### src/rtl/vertex_dedup_indexer_top_defines.svh
// Assertion macros shared by the vertex dedup indexer RTL.
// Needs a clk and rst in scope where used.
`ifndef VERTEX_DEDUP_INDEXER_TOP_DEFINES_SVH
`define VERTEX_DEDUP_INDEXER_TOP_DEFINES_SVH

// same-cycle implication
`define VDI_ASSERT_NOW(lbl, ante, cons, msg) \
  lbl: assert property (@(posedge clk) disable iff (rst) (ante) |-> (cons)) else $error(msg);

// next-cycle implication
`define VDI_ASSERT_NEXT(lbl, ante, cons, msg) \
  lbl: assert property (@(posedge clk) disable iff (rst) (ante) |=> (cons)) else $error(msg);

`endif

### src/rtl/vdi_pkg.sv
// Package for the vertex dedup indexer: word types, FSM states, control structs.
// No dependencies.
`timescale 1ns / 1ps
package vdi_pkg;
  localparam int unsigned TableDepth = 1024;
  localparam int unsigned KeyWords = 8;
  localparam int unsigned WordW = 32;
  localparam int unsigned KeyW = KeyWords * WordW;
  localparam int unsigned IndexW = 10;

  typedef logic [KeyW-1:0] key_t;

  typedef struct packed {
    logic              first_of_mesh;
    logic [WordW-1:0]  pos_x;
    logic [WordW-1:0]  pos_y;
    logic [WordW-1:0]  pos_z;
    logic [WordW-1:0]  tex_u;
    logic [WordW-1:0]  tex_v;
    logic [WordW-1:0]  norm_x;
    logic [WordW-1:0]  norm_y;
    logic [WordW-1:0]  norm_z;
  } in_word_t;

  typedef struct packed {
    logic [IndexW-1:0] vertex_index;
    logic              is_new;
    logic              overflow;
    logic [WordW-1:0]  uniq_pos_x;
    logic [WordW-1:0]  uniq_pos_y;
    logic [WordW-1:0]  uniq_pos_z;
    logic [WordW-1:0]  uniq_tex_u;
    logic [WordW-1:0]  uniq_tex_v;
    logic [WordW-1:0]  uniq_norm_x;
    logic [WordW-1:0]  uniq_norm_y;
    logic [WordW-1:0]  uniq_norm_z;
  } out_word_t;

  typedef enum logic [1:0] {
    ST_IDLE,
    ST_SCAN,
    ST_DONE
  } state_t;

  typedef struct packed {
    logic accept;
    logic scan;
    logic load_res;
    logic load_out;
  } cmd_t;

  typedef struct packed {
    logic more;
    logic rd_pend;
    logic hit;
    logic out_free;
  } status_t;
endpackage

### src/rtl/vdi_ctrl.sv
// Controller FSM: accept, table scan, result hand-off.
// Depends on vdi_pkg.
`timescale 1ns / 1ps
module vdi_ctrl (
  input  logic             clk,
  input  logic             rst,
  input  logic             in_valid,
  output logic             in_ready,
  input  vdi_pkg::status_t status,
  output vdi_pkg::cmd_t    cmd
);
  vdi_pkg::state_t state, state_next;

  always_ff @(posedge clk) begin
    if (rst) begin
      state <= vdi_pkg::ST_IDLE;
    end else begin
      state <= state_next;
    end
  end

  always_comb begin
    state_next = state;
    cmd = '0;
    in_ready = 1'b0;
    case (state)
      vdi_pkg::ST_IDLE: begin
        in_ready = 1'b1;
        if (in_valid) begin
          cmd.accept = 1'b1;
          state_next = vdi_pkg::ST_SCAN;
        end
      end
      vdi_pkg::ST_SCAN: begin
        cmd.scan = 1'b1;
        if (status.hit || (!status.more && !status.rd_pend)) begin
          cmd.load_res = 1'b1;
          state_next = vdi_pkg::ST_DONE;
        end
      end
      vdi_pkg::ST_DONE: begin
        if (status.out_free) begin
          cmd.load_out = 1'b1;
          state_next = vdi_pkg::ST_IDLE;
        end
      end
      default: begin
        state_next = vdi_pkg::ST_IDLE;
      end
    endcase
  end
endmodule

### config.mk
export PLATFORM = sky130hd
export DESIGN_NAME = vdi_ctrl
export DESIGN_NICKNAME = d
export VERILOG_FILES = /design/src/rtl/vertex_dedup_indexer_top_defines.svh /design/src/rtl/vdi_pkg.sv /design/src/rtl/vdi_ctrl.sv
export SDC_FILE = /design/constraint.sdc
export NUM_CORES = 1
export LEC_CHECK = 0
export BUFFER_PORTS_ARGS = -buffer_cell sky130_fd_sc_hd__buf_2
export CELL_PAD_IN_SITES_DETAIL_PLACEMENT = 0
export CELL_PAD_IN_SITES_GLOBAL_PLACEMENT = 2
export CORE_AREA = 5 5 42 44
export CTS_CLUSTER_DIAMETER = 30
export DETAILED_ROUTE_END_ITERATION = 6
export DIE_AREA = 0 0 47 49
export GPL_ROUTABILITY_DRIVEN = 0
export PLACE_DENSITY = 0.48
export SYNTH_ARGS = -nofsm -noshare
export SYNTH_HDL_FRONTEND = slang
export SYNTH_SLANG_ARGS = --single-unit
### constraint.sdc
create_clock -name clk -period 3.01 [get_ports clk]
set_clock_uncertainty 0.1 [all_clocks]
set_input_delay 0.301 -clock clk [delete_from_list [all_inputs] [get_ports clk]]
set_output_delay 0.301 -clock clk [all_outputs]
set_load 0.02 [all_outputs]
==> Word-level counts from Yosys, hierarchy flattened <==
Cells that the tools add are included.
{ "totals": {"ff_bits": 2, "latchBits": 0, "mem_bits_rw": 0, "rom_bits": 0, "inputBits": 7, "out_inout_bits": 5, "word_cells": 23, "mem_count": 0} }
{ "op_classes": {"add_sub_neg": 0, "n_mul": 0, "div_mod_pow": 0, "n_lt_le_gt_ge": 0, "n_eq_ne": 5, "shift": 0, "mux": 11, "bitwise": 0, "reduce_logical": 6} }
{ "ops": {"columns": ["operator", "n"], "rows": [
  ["$mux 2", 4],
  ["$mux 1", 6],
  ["$ne 2x2->1 const B", 3],
  ["$pmux 2 s3", 1],
  ["$reduce_and 3->1", 1],
  ["$eq 2x1->1 const B", 1],
  ["$eq 2x2->1 const B", 1],
  ["$logic_not 1->1", 2],
  ["$logic_not 2->1", 1],
  ["$logic_and 1x1->1", 1],
  ["$logic_or 1x1->1", 1]
]} }

==> Logic depth before layout (Yosys ltp) <==
{ "logic_depth": {"ltp_word": 5, "mapped_depth": 2, "depth_no_buf": 2} }

==> Worst setup path before layout <==
Ideal clock, no wire load.
{ "synth_timing": {"path_type": "reg2out", "start": "register state[0]", "end": "output cmd[1] (netlist bit)", "arrival_time_ps": 1161, "required_time_ps": 2609, "setup_slack_ps": 1448, "stages_incl_launch_ff": 3, "path_cell_list": "dfxtp_1 nor2b_1 nor2b_1"} }
{ "synth_rtl": {"columns": ["element", "line", "source"], "rows": [
  ["from (decl)", "vdi_ctrl.sv:12", "vdi_pkg::state_t state, state_next;"],
  ["from (signal assigned)", "vdi_ctrl.sv:16", "state <= vdi_pkg::ST_IDLE;"],
  ["from (signal assigned)", "vdi_ctrl.sv:18", "state <= state_next;"],
  ["to (decl)", "vdi_ctrl.sv:10", "output vdi_pkg::cmd_t cmd"]
]} }

==> impl_metrics.json <==
{
  "ff_latch_area_um2": 40.0,
  "critical_path.max_fanout": 6,
  "firstDrtPassIters": 2,
  "drtIter0Drc": 3,
  "worst_setup_path_endpoint": "cmd[1]",
  "reg2reg_depth": 2,
  "cts_root_buffer": "clkbuf_4",
  "grt_max_degree": 7,
  "outcome": "complete, no violations",
  "synthDistinctLibCells": 12,
  "ys_seq_area_share_pct": 31.4,
  "data_required_time_at_the_worst_endpoint_ns": 2.61,
  "finalHoldViolCount": 0,
  "start_kind": "register",
  "critical_path_end_type": "output port",
  "timing.slew.headroom_pct": 82.0,
  "flops_latches_synth": 2,
  "wire_length_of_the_first_global_routing_pass_um": 627,
  "total_leakage_power_nw": 0.111,
  "crit_path_frequent_cell": "nor2b_1",
  "final_critical_path_setup_slack_ns": 1.48,
  "routed-via-count": 155,
  "p_per_area_nw_per_um2": 517,
  "num_antenna_cells": 0,
  "cp_cell_sequence": "nor2b_1 -> nor2b_1 -> buf_2",
  "cts_sinks": 2,
  "worstPathArrival_ns": 1.13,
  "drt-total-wl_um": 382,
  "syn_inst": 14,
  "critical_path.top_delay_family": "flip-flops",
  "worst-path-buf-inv": 1,
  "antenna_violations_before_repair": 0,
  "cell_area_after_synthesis_um2": 128,
  "detail_route.drc_violations": 0,
  "critical_path.slowest_cell": "dfxtp_1",
  "total_setup_buffers_inserted_after_cts": 0,
  "std_cell_rows": 14,
  "nets": 37,
  "floorplan.initialDensity_pct": 9.11,
  "htree_num_levels": 1,
  "finalCriticalPeriod_ns": 1.53,
  "cp_num_cells": 3,
  "timing.final.max_slew_violations": 0,
  "cts_made_buffers": 3,
  "detail-route-antenna-nets": 0,
  "io_buffers": 11,
  "clk-insertion-delay-late_ns": 0.22,
  "timing.final.setup_violations": 0,
  "clock_path_buffers": 2,
  "wl_per_cell_um": 8.68,
  "setup.reg_to_reg.worst_slack_ns": 1.91,
  "cells_on_worst_hold_path": 3,
  "cts.reportedPaths.clkPinSlew_ns": 0.03,
  "tightestPinTransition_ns": 0.267,
  "avgSynthCellArea_um2": 9.12,
  "fp.dieArea_um2": 2300,
  "hold_path_class": "input pin to register",
  "power.ir.vdd_worst_v": 0.000141,
  "synth.yosys.warnings": 0,
  "synth_top_area_share_pct": 31.4,
  "tritoncts": "built",
  "synth_largest_area_cell": "dfxtp_1",
  "registers.top_by_ff_count": "state",
  "area_growth_syn_to_layout_pct": 76.5,
  "maxCapViolations": 0,
  "grt_pass1_vias": 162,
  "totalNegativeSetupSlack_ns": 0,
  "gr-usage-all-layers_pct": 4.22,
  "critPathLaunch": "state[0]",
  "drive_above_1_share_pct": 60.7,
  "syn-num-nets": 21,
  "io_pins": 12,
  "largest_register_ffs": 2,
  "placement.setup.worst_slack_ns": 1.70,
  "setup_repair_after_global_routing_missed_its_margin": "no",
  "cts_hold_buffers": 0,
  "final_min_period_over_clock_period_pct": 51.0,
  "avgViaCountPerCell": 3.52,
  "die_width_um": 47,
  "fin_util_pct": 16.1,
  "die_h_um": 49,
  "cts-resized-gates": 0,
  "startpoint_of_the_lowest_slack_register_to_register_path": "state[0]",
  "max_freq_mhz": 652,
  "core_region_area_um2": 1400,
  "grt.overflow.total": 0,
  "criticalPathCategory": "register to output port",
  "largest_registers": "state x2",
  "fillerInstances": 171,
  "timing.critical_path.slowest_cell_delay_ns": 0.37,
  "synth.top_cells.by_area": "dfxtp_1 31%, nor2b_1 9.8%, and3b_2 7.8%",
  "reg2reg_to": "state[1]",
  "multiInputGateArea_um2": 83.8
}
-- worst min-delay path, stage by stage --
cell and delay, ns:
buf_2 0.08, or4b_1 0.10, o21ai_0 0.07
-- power by group --
part,switching [mW],leakage [nW],internal (mW)
clock network,0.0143,0.0138,0.0439
logic,0.0145,0.0805,0.0125
registers,0.00236,0.0165,0.0288
-- layout make-up --
type / instances / area share [%]
multi-input combinational: 11 / 37.2
sequential: 2 / 17.8
tap: 16 / 8.89
timing repair buffer: 11 / 24.4
clock buffer: 3 / 10.0
inverter: 1 / 1.67
-- layout by cell type, fill, tap and decap left out --
master,n
a31o_2,1
and2_1,1
and3b_2,1
buf_2,11
clkbuf_4,3
dfxtp_1,2
inv_1,1
nor2_1,1
nor2b_1,2
nor4b_1,1
o21ai_0,1
o21ba_2,1
or3b_1,1
or4b_1,1
-- cell families (layout without fill, tap and decap cells) --
family | Yosys count | after routing | share of synthesized area [%]
simple gates | 8 | 8 | 47.1
compound gates | 3 | 3 | 18.6
buf+inv | 1 | 15 | 2.94
flops | 2 | 2 | 31.4
-- synthesized netlist by cell type --
cell type and number:
dfxtp_1 2, or4b_1 1, nor2_1 1, nor4b_1 1, inv_1 1, nor2b_1 2
o21ba_2 1, a31o_2 1, and3b_2 1, or3b_1 1, and2_1 1, o21ai_0 1
-- metal layers --
layer | track usage, % | wire (um) | vias up | share of wire, %
met4 | 4.15 | 7 | 0 | 1.8
met3 | 4.80 | 89 | 2 | 23
met1 | 5.03 | 199 | 61 | 52
met5 | 0 | 0 | - | 0
met2 | 3.39 | 86 | 12 | 23
li1 | - | - | 80 | -
-- through the flow --
step	power, mW	instance area [um2]	cells	hold slack (ns)
floorplan	0.0475	128	14	0.382
global placement	0.0582	203	41	0.499
detailed placement	0.0587	203	41	0.506
CTS	0.121	225	44	0.274
global route	0.126	225	44	0.308
finish	0.116	225	44	0.277
-- how the worst min path moves through the flow --
stage                          from  endpoint
after floorplan                 rst  state[1]
after global placement     state[0]  state[1]
after detailed placement   state[0]  state[1]
after CTS                 status[0]  state[1]
after global routing      status[0]  state[1]
final                     status[0]  state[1]
Note: power is estimated with default switching activity, not from simulation.
